==> src/sv/apc_pkg.sv <==
// types, constants and helper functions shared by the preimage counter
`timescale 1ns / 1ps

package apc_pkg;

   localparam int REQ_NUMBER_W = 32;
   localparam int REQ_SIGMA_W  = 34;
   localparam int VALUE_W      = 18;
   localparam int WIDE_W       = 36;
   localparam int CBITS_W      = 4;
   localparam int COUNT_W      = 8;
   localparam int IMAGES_W     = 6;
   localparam int CSR_INDEX_W  = 2;
   localparam int CSR_DATA_W   = 18;

   localparam logic [1:0] MODE_PAIR   = 2'd0;
   localparam logic [1:0] MODE_SQUARE = 2'd1;
   localparam logic [1:0] MODE_QUERY  = 2'd2;

   localparam logic [CSR_INDEX_W-1:0] CSR_BOUND      = 2'd0;
   localparam logic [CSR_INDEX_W-1:0] CSR_COUNT_BITS = 2'd1;

   localparam logic [VALUE_W-1:0] BOUND_RESET      = 18'd131072;
   localparam logic [CBITS_W-1:0] COUNT_BITS_RESET = 4'd8;
   localparam logic [CBITS_W-1:0] COUNT_BITS_MAX   = 4'd8;

   typedef enum logic [3:0] {
      ST_CLEAR,
      ST_IDLE,
      ST_START,
      ST_CHAIN,
      ST_CHAIN_WR,
      ST_PRIME,
      ST_SQUARE,
      ST_SQ_REC,
      ST_FIN_WR,
      ST_QUERY,
      ST_DONE
   } state_type;

   typedef enum logic {
      CAND_CHAIN,
      CAND_PRIME
   } cand_sel_type;

   typedef struct packed {
      logic         take;
      logic         clear;
      logic         set_t;
      logic         step_t;
      logic         set_s;
      logic         rec_issue;
      cand_sel_type cand_sel;
      logic         rec_write;
      logic         query;
      logic         load_rsp;
   } ctrl_cmd_type;

   typedef struct packed {
      logic clear_last;
      logic chain_ok;
      logic t_in_bound;
      logic sig_zero;
      logic prime_hit;
      logic square_ok;
      logic cand_ok;
      logic out_free;
   } dp_status_type;

   function automatic logic [COUNT_W-1:0] sat_limit(input logic [CBITS_W-1:0] cbits);
      logic [COUNT_W:0] full;
      full = (9'd1 << cbits) - 9'd1;
      if (cbits >= COUNT_BITS_MAX) begin
         sat_limit = '1;
      end else begin
         sat_limit = full[COUNT_W-1:0];
      end
   endfunction

endpackage

==> src/sv/apc_ctrl.sv <==
// sequencer of the preimage counter: clear sweep, chain walk, records, response
`timescale 1ns / 1ps

module apc_ctrl
   import apc_pkg::*;
(
   input  logic          clock,
   input  logic          reset,
   input  logic          req_valid,
   input  logic [1:0]    req_mode,
   input  dp_status_type status,
   output ctrl_cmd_type  cmd,
   output logic          req_ready
);

   state_type state_ff;
   state_type state_in;

   always_ff @(posedge clock) begin
      if (reset) begin
         state_ff <= ST_CLEAR;
      end else begin
         state_ff <= state_in;
      end
   end

   always_comb begin
      state_in = state_ff;
      case (state_ff)
         ST_CLEAR: begin
            if (status.clear_last) begin
               state_in = ST_IDLE;
            end
         end
         ST_IDLE: begin
            if (req_valid) begin
               case (req_mode)
                  MODE_PAIR:   state_in = ST_START;
                  MODE_SQUARE: state_in = ST_SQUARE;
                  MODE_QUERY:  state_in = ST_QUERY;
                  default:     state_in = ST_DONE;
               endcase
            end
         end
         ST_START: begin
            state_in = status.chain_ok ? ST_CHAIN : ST_PRIME;
         end
         ST_CHAIN: begin
            if (!status.t_in_bound) begin
               state_in = ST_PRIME;
            end else if (status.cand_ok) begin
               state_in = ST_CHAIN_WR;
            end else if (status.sig_zero) begin
               state_in = ST_PRIME;
            end
         end
         ST_CHAIN_WR: begin
            state_in = status.sig_zero ? ST_PRIME : ST_CHAIN;
         end
         ST_PRIME: begin
            state_in = (status.prime_hit && status.cand_ok) ? ST_FIN_WR : ST_DONE;
         end
         ST_SQUARE: begin
            state_in = ST_SQ_REC;
         end
         ST_SQ_REC: begin
            state_in = (status.square_ok && status.cand_ok) ? ST_FIN_WR : ST_DONE;
         end
         ST_FIN_WR: begin
            state_in = ST_DONE;
         end
         ST_QUERY: begin
            state_in = ST_DONE;
         end
         ST_DONE: begin
            if (status.out_free) begin
               state_in = ST_IDLE;
            end
         end
         default: begin
            state_in = ST_IDLE;
         end
      endcase
   end

   always_comb begin
      cmd       = '0;
      req_ready = 1'b0;
      case (state_ff)
         ST_CLEAR: begin
            cmd.clear = 1'b1;
         end
         ST_IDLE: begin
            req_ready = 1'b1;
            cmd.take  = req_valid;
         end
         ST_START: begin
            cmd.set_t = 1'b1;
         end
         ST_CHAIN: begin
            cmd.cand_sel = CAND_CHAIN;
            if (status.t_in_bound) begin
               cmd.rec_issue = 1'b1;
               cmd.step_t    = !status.cand_ok && !status.sig_zero;
            end
         end
         ST_CHAIN_WR: begin
            cmd.rec_write = 1'b1;
            cmd.step_t    = !status.sig_zero;
         end
         ST_PRIME: begin
            cmd.cand_sel  = CAND_PRIME;
            cmd.rec_issue = status.prime_hit;
         end
         ST_SQUARE: begin
            cmd.set_s = 1'b1;
         end
         ST_SQ_REC: begin
            cmd.cand_sel  = CAND_CHAIN;
            cmd.rec_issue = status.square_ok;
         end
         ST_FIN_WR: begin
            cmd.rec_write = 1'b1;
         end
         ST_QUERY: begin
            cmd.query = 1'b1;
         end
         ST_DONE: begin
            cmd.load_rsp = status.out_free;
         end
         default: begin
            cmd = '0;
         end
      endcase
   end

endmodule

==> config.mk <==
export PLATFORM = sky130hd
export DESIGN_NAME = apc_ctrl
export DESIGN_NICKNAME = d
export VERILOG_FILES = /design/src/sv/apc_pkg.sv /design/src/sv/apc_ctrl.sv
export SDC_FILE = /design/constraint.sdc
export NUM_CORES = 1
export LEC_CHECK = 0
export BUFFER_PORTS_ARGS = -buffer_cell sky130_fd_sc_hd__buf_2
export CORE_AREA = 2 2 39 41
export CTS_CLUSTER_SIZE = 10
export DETAILED_ROUTE_END_ITERATION = 10
export DIE_AREA = 0 0 41 43
export PLACE_DENSITY = 0.83
export SLEW_MARGIN = 5
export SYNTH_ARGS = -nofsm -noshare
export SYNTH_HDL_FRONTEND = slang
export SYNTH_SLANG_ARGS = --single-unit
==> constraint.sdc <==
create_clock -name clock -period 1.9 [get_ports clock]
set_clock_uncertainty 0.1 [all_clocks]
set_input_delay 0.19 -clock clock [delete_from_list [all_inputs] [get_ports clock]]
set_output_delay 0.19 -clock clock [all_outputs]
set_load 0.05 [all_outputs]
**Word level (Yosys, flattened, before mapping)**

Index checks and enable logic that the tools add are counted.
Widths: inputs -> output; s select.

- Eq/ne operators: 16
- $mul: 0
- $add $sub $neg: 0
- Multiplexer cells: 24
- Shifts and indexed selects: 0
- Divide/modulo/power cells: 0
- Order comparisons: 0
- Reductions and logical operators: 10
- Bitwise logic cells: 0

Operator list:

| kind | count |
|---|---|
| $pmux 4 s10 | 1 |
| $mux 4 | 6 |
| $eq 4x3->1 const B | 4 |
| $eq 4x4->1 const B | 3 |
| $pmux 4 s3 | 1 |
| $mux 1 | 10 |
| $eq 4x2->1 const B | 2 |
| $mux 3 | 2 |
| $ne 2x2->1 const B | 3 |
| $pmux 2 s3 | 1 |
| $eq 4x1->1 const B | 1 |
| $logic_not 4->1 | 1 |
| $mux 2 | 2 |
| $ne 4x4->1 const B | 1 |
| $reduce_and 4->1 | 1 |
| $reduce_or 2->1 | 2 |
| $logic_and 1x1->1 | 3 |
| $eq 2x1->1 const B | 1 |
| $eq 2x2->1 const B | 1 |
| $logic_not 1->1 | 2 |
| $logic_not 2->1 | 1 |
| $pmux 1 s2 | 1 |

- Output and inout port bits: 11
- Word-level logic and storage cells: 51
- Memories: 0
- Bits of input ports: 13
- Bits in latches: 0
- Bits in read-only memories: 0
- Register bits: 4
- RAM bits: 0

**Depth between registers and ports, before layout**

Gate-level depths: netlist of the first run.

- Word-level depth: 4
- Depth in mapped cells: 6

**Worst setup path after synthesis of the first run**

No wires, ideal clock.

- Kind: reg2reg
- Start: register state_ff[2]
- End: register state_ff[1]
- Required time: 1725 ps
- Arrival time: 2508 ps
- Buffers on the path: 1
- Clock period less this slack: 2683 ps
- Cell stages (with the launch flop): 6
- Path slack: -783 ps
- Cells stage by stage: dfxtp_1 > buf_2 > nor4bb_1 > a32oi_1 > o311a_1 > o22ai_1

- Longest elaborated chain between the ends: 3

Ends and longest elaborated chain:

| element | RTL line | source |
|---|---|---|
| from (decl) | apc_ctrl.sv:16 | `state_type state_ff;` |
| from (signal assigned) | apc_ctrl.sv:23 | `state_ff <= state_in;` |
| $eq 4x4->1 (tied with other cells) | apc_ctrl.sv:29 | `case (state_ff)` |
| $reduce_or 2->1 (no source line) (tied with other cells) | n/a |  |
| $pmux 4 s10 or $reduce_and 4->1 (tied branches) | n/a |  |

Parallel ways exist; a longest one is shown, timed or not.
A chain may end at the register's enable or synchronous reset.

==> flow_summary_export.csv, run 1 <==
group,metric,value,unit
status,status,"complete, no violations",
synthesis,synth_area,548.0,sq um
grt,grt_pass1_wl,2214,um
route,drc,0,
route,topRoutingLayerUsed,"met3",
placement,placedCellCount,114,
synthesis,synth_edf_count,0,
synthesis,synth_nets,89,
synthesis,yosysSeqAreaShare,0.1461,
grt,antenna_found_initial,0,
sta,period_needed,1.844,ns
route,vias,645,
clock_tree,root_buffer,"clkbuf_4",
grt,grt_max_degree,20,
route,wl_met2,829,um
job,max_cap_viol_count,0,
route,ant_nets,0,
critical_path,start_kind,"flop",
die,coreArea,1384,sq um
critical_path,cp-end-kind,"primary output",
critical_path,path_class,"reg2out",
sta,finalSetupTns,0,ns
clock_tree,postCtsHoldBufs,0,
final_layout,largest_reg_flops,4,
clock_tree,cts.reportedPaths.clkPinSlew,0.04,ns
clock_tree,cts_sinks,4,
clock_tree,cts_buffer_depth,2,
critical_path,arrival,1.55,ns
critical_path,crit_fanout,6,
final_layout,top_regs,"state_ff x4",
sta,fin_crit_sh,0.9706,
placement,port_buffers,23,
power,irDropWorstVdd,0.0004082,V
placement,gp_congestion,0.8321,
sta,drv_slew,0,
die,rows,14,
sta,setup_viol,0,
die,io_pins,24,
route,wl_met1,602,um
final_layout,drive_gt1_frac,0.4455,
die,die_h,43,um
final_layout,nets,116,
power,power.density_cell_area,564.6,nW/um^2
route,wirelength,1494,um
final_layout,fillers,123,
synthesis,synth_area_per_cell,7.211,sq um
route,via_per_inst,5.513,
die,die_w,41,um
placement,place_hpwl,1174,um
hold_path,hold_class,"in2reg",
power,power,0.4309,mW
die,start_util,0.3960,
route,drt_first_pass_iters,4,
grt,grt_pass1_vias,565,
sta,relSlewSlack,0.8032,
route,first_iter_violations,18,
sta,fmax,542.3,MHz
grt,grt_usage,0.1807,
sta,hold_viol_final,0,
die,die-area,1763,sq um
synthesis,synth.ff_latch_count,4,
critical_path,r2r_slack,0.15,ns
sta,tightest_slew,0.2911,ns
synthesis,async_flop_share,0,
synthesis,syn_inst,76,
route,wl_per_cell,12.77,um
clock_tree,cts_buffers,3,
final_layout,areaGrowthSynthToFinish,39.27,%
critical_path,r2r_cells,5,
sta,rsz0062_at_grt,"no",
synthesis,ys_warn_count,0,
route,wl_met3,62,um
clock_tree,clkLatencyLatePin,0.23,ns
hold_path,hold_depth,2,
synthesis,ys.flop_type,"dfxtp_1",
final_layout,final_cells,117,
final_layout,largest-register,"state_ff",
critical_path,required,1.61,ns
final_layout,diodes,0,
power,p_leak,0.3321,nW
clock_tree,htree_levels,1,
grt,grt_overflow,0,
synthesis,ys_types,40,
clock_tree,tritoncts,"yes",
==> per-layer routing <==
layer  track usage  vias up
met4        0.1133        0
met2        0.3094       18
met5             0        -
met1        0.1929      294
met3       0.02094        0
li1              -      333
==> cell families (layout without fill, tap and decap cells) <==
group	Yosys count	count (layout)	synth area share
buffers and inverters	11	36	0.09361
muxes	3	3	0.05708
and+or+nand+nor	38	38	0.4155
DFF	4	4	0.1461
AOI/OAI and AO/OA	19	19	0.2717
xor gates and xnor gates	1	1	0.01598
==> metrics by stage <==
stage            util  hold WS [ns]  setup slack (ns)  area (sq um)
2_1_floorplan       -        0.1546           -0.1896         584.3
3_3_place_gp   0.5235        0.2991            0.1263         724.4
3_5_place_dp   0.5235        0.3044           0.08875         724.4
4_1_cts        0.5452       0.05264           0.02358         754.5
5_1_grt        0.5515       0.06780          0.001786         763.2
6_report       0.5515       0.06355           0.05590         763.2
==> cells in the final DEF (no fill, tap or decap), drive strengths merged, types with 2 or more instances in the layout <==
cell	instances
dfxtp	4
nor3	4
clkbuf	4
nor3b	3
a211oi	2
nand2b	5
nor2b	3
nand3	2
inv	4
a21oi	3
nor2	8
o21ai	2
nand2	4
buf	27
mux2i	2
==> Yosys cell counts (2+ instances only) <==
cell type / number / share of area
nand3_1: 2 / 0.018
buf_2: 2 / 0.018
mux2i_1: 2 / 0.037
nand2_1: 4 / 0.027
nor2b_1: 3 / 0.034
inv_1: 5 / 0.034
nand2b_1: 5 / 0.057
clkbuf_1: 3 / 0.021
o21ai_0: 2 / 0.018
nor3_1: 4 / 0.037
a21oi_1: 3 / 0.027
nor2_1: 8 / 0.055
nor3b_1: 3 / 0.041
dfxtp_1: 4 / 0.15
==> path summary, 6_finish.rpt <==
| path | startpoint | to |
|---|---|---|
| hold reg to reg | state_ff[0] | state_ff[0] |
| hold / removal | reset | state_ff[0] |
| setup reg to reg | state_ff[0] | state_ff[1] |
| setup / recovery | state_ff[1] | cmd[9] |
==> power by group <==
part,switching [mW],internal [mW],total [mW]
logic,0.136,0.0922,0.229
clock network,0.0311,0.0704,0.101
registers,0.0113,0.0897,0.101
==> layout make-up <==
cell class	count	area [sq um]	share of cell area
Clock buffer	3	22.52	0.02951
Timing Repair Buffer	28	163.9	0.2148
Multi-Input combinational cell	61	449.2	0.5885
Sequential cell	4	85.08	0.1115
Inverter	5	22.52	0.02951
Tap cell	16	20.02	0.02623
==> worst max-delay path, cell delays in order, from the launching register on <==
cell and delay (ns):
dfxtp_1 0.36, or4b_4 0.59, clkinvlp_4 0.09, and2_2 0.14, buf_6 0.15
==> what timing repair did <==
action                                  4_1_cts  5_1_grt
buffers inserted                              0        0
endpoints found under the setup margin        6        2
endpoints found under the hold margin         0        0
gates resized for setup                       4        3
No activity file was read; power rests on OpenSTA's default activity.
==> run 2, diff against run 1 <==
--- a/config.mk
+++ b/config.mk
@@ -5,12 +5,13 @@
 export SDC_FILE = /design/constraint.sdc
 export NUM_CORES = 1
 export LEC_CHECK = 0
-export BUFFER_PORTS_ARGS = -buffer_cell sky130_fd_sc_hd__buf_2
 export CORE_AREA = 2 2 39 41
 export CTS_CLUSTER_SIZE = 10
 export DETAILED_ROUTE_END_ITERATION = 10
 export DIE_AREA = 0 0 41 43
-export PLACE_DENSITY = 0.83
+export DONT_BUFFER_PORTS = 1
+export PLACE_DENSITY = 0.68
+export REMOVE_ABC_BUFFERS = 1
 export SLEW_MARGIN = 5
 export SYNTH_ARGS = -nofsm -noshare
 export SYNTH_HDL_FRONTEND = slang
==> constraint.sdc (replaced) <==
create_clock -name clock -period 1.9 [get_ports clock]
set_clock_uncertainty 0.1 [all_clocks]
set_input_delay 0.19 -clock clock [delete_from_list [all_inputs] [get_ports clock]]
set_output_delay 0.19 -clock clock [all_outputs]
set_load 0.01 [all_outputs]
==> flow_summary_export.csv, run 2 (same netlist as run 1, synthesis figures left out) <==
group,metric,value,unit
sta,setup_viol,0,
die,die_h,43,um
sta,fmax,550.0,MHz
sta,drv_slew,0,
job,max_cap_viol_count,0,
sta,relSlewSlack,0.7204,
sta,fin_crit_sh,0.9569,
grt,grt_max_degree,20,
route,wl_per_cell,13.32,um
die,die_w,41,um
final_layout,diodes,0,
power,power,0.3482,mW
route,drc,0,
die,die-area,1763,sq um
sta,tightest_slew,0.4159,ns
sta,period_needed,1.818,ns
critical_path,cp-end-kind,"primary output",
clock_tree,cts_buffers,3,
route,vias,561,
route,drt_first_pass_iters,4,
critical_path,path_class,"reg2out",
grt,grt_util_met3,0.04712,
grt,antenna_found_initial,0,
clock_tree,clkLatencyLatePin,0.23,ns
clock_tree,cts.reportedPaths.clkPinSlew,0.04,ns
clock_tree,cts_sinks,4,
final_layout,largest-register,"state_ff",
final_layout,drive_gt1_frac,0.2099,
route,first_iter_violations,7,
clock_tree,root_buffer,"clkbuf_4",
sta,fin_ws,0.08196,ns
grt,grt_pass1_wl,1932,um
sta,hold_viol_final,0,
die,start_util,0.3960,
critical_path,start_kind,"flop",
final_layout,final_common_cell,"nor2_1",
final_layout,nets,96,
grt,grt_overflow,0,
power,power.density_cell_area,554.4,nW/um^2
final_layout,fin_util,0.4539,
status,status,"complete, no violations",
final_layout,largest_reg_flops,4,
placement,port_buffers,0,
grt,grt_use_met1,0.2347,
grt,grt_usage,0.1566,
placement,post-place-ws,0.08769,ns
clock_tree,cts_setup_buffers,0,
route,wirelength,1292,um
critical_path,arrival,1.53,ns
grt,use_met2,0.2219,
final_layout,stdcell_area,628.1,sq um
route,ant_nets,0,
sta,rsz0062_at_grt,"no",
placement,place_hpwl,954.1,um
die,coreArea,1384,sq um
final_layout,areaGrowthSynthToFinish,14.61,%
final_layout,top_regs,"state_ff x4",
final_layout,final_cell_mix,"8 x nor2_1, 6 x buf_4, 5 x nand2b_1, 5 x inv_1",
grt,grt_pass1_vias,462,
die,rows,14,
clock_tree,cts_buffer_depth,2,
clock_tree,tritoncts,"yes",
power,p_leak,0.2321,nW
hold_path,hold_class,"in2reg",
placement,gp_congestion,0.7909,
critical_path,required,1.61,ns
grt,grt.busiest_layer,"met1",
critical_path,crit_fanout,13,
sta,finalSetupTns,0,ns
power,irDropWorstVdd,0.0004531,V
clock_tree,htree_levels,1,
die,io_pins,24,
placement,placed_cell_area,580.6,sq um
route,via_per_inst,5.784,
## run 2: worst paths after layout
| check | from | end | slack [ns] | cells after the start |
|---|---|---|---|---|
| setup / recovery | state_ff[0] | cmd[9] | 0.08 | 3 |
| hold / removal | reset | state_ff[1] | 0.04 | 2 |
| setup reg to reg | state_ff[2] | state_ff[1] | 0.26 | 4 |
| hold reg to reg | state_ff[1] | state_ff[1] | 0.50 | 2 |
## run 2: through the flow
stage | cells | hold WS (ns)
after floorplan | 70 | 0.1546
after global placement | 92 | 0.1618
after detailed placement | 92 | 0.1603
after CTS | 97 | 0.03945
after global routing | 97 | 0.06974
final | 97 | 0.04321
## run 2: routing by layer
metal / vias to the layer above / share of wire
met5: - / 0
met4: 0 / 0
met3: 0 / 0.10
met2: 27 / 0.43
met1: 242 / 0.47
li1: 292 / -
## run 2: critical path, stage by stage (launching register included)
cell and delay [ns]:
dfxtp_2 0.45, or4b_4 0.52, inv_1 0.13, and2_1 0.19
## run 2: layout make-up
type	count	area, sq um
sequential	4	85.08
tap	16	20.02
timing repair buffer	8	65.06
multi-input combinational	61	416.7
fill	138	755.7
clock buffer	3	22.52
inverter	5	18.77
## run 2: power by group
part           internal (mW)  switching [mW]  total, mW
sequential            0.0921          0.0219      0.114
combinational         0.0682          0.0635      0.132
clock                 0.0704          0.0320      0.102
total                  0.231           0.117      0.348
## run 2: repair_timing
action	4_1_cts	5_1_grt
setup endpoints to repair	2	1
gates resized for setup	3	1
hold buffers	2	0
hold endpoints to repair	2	0
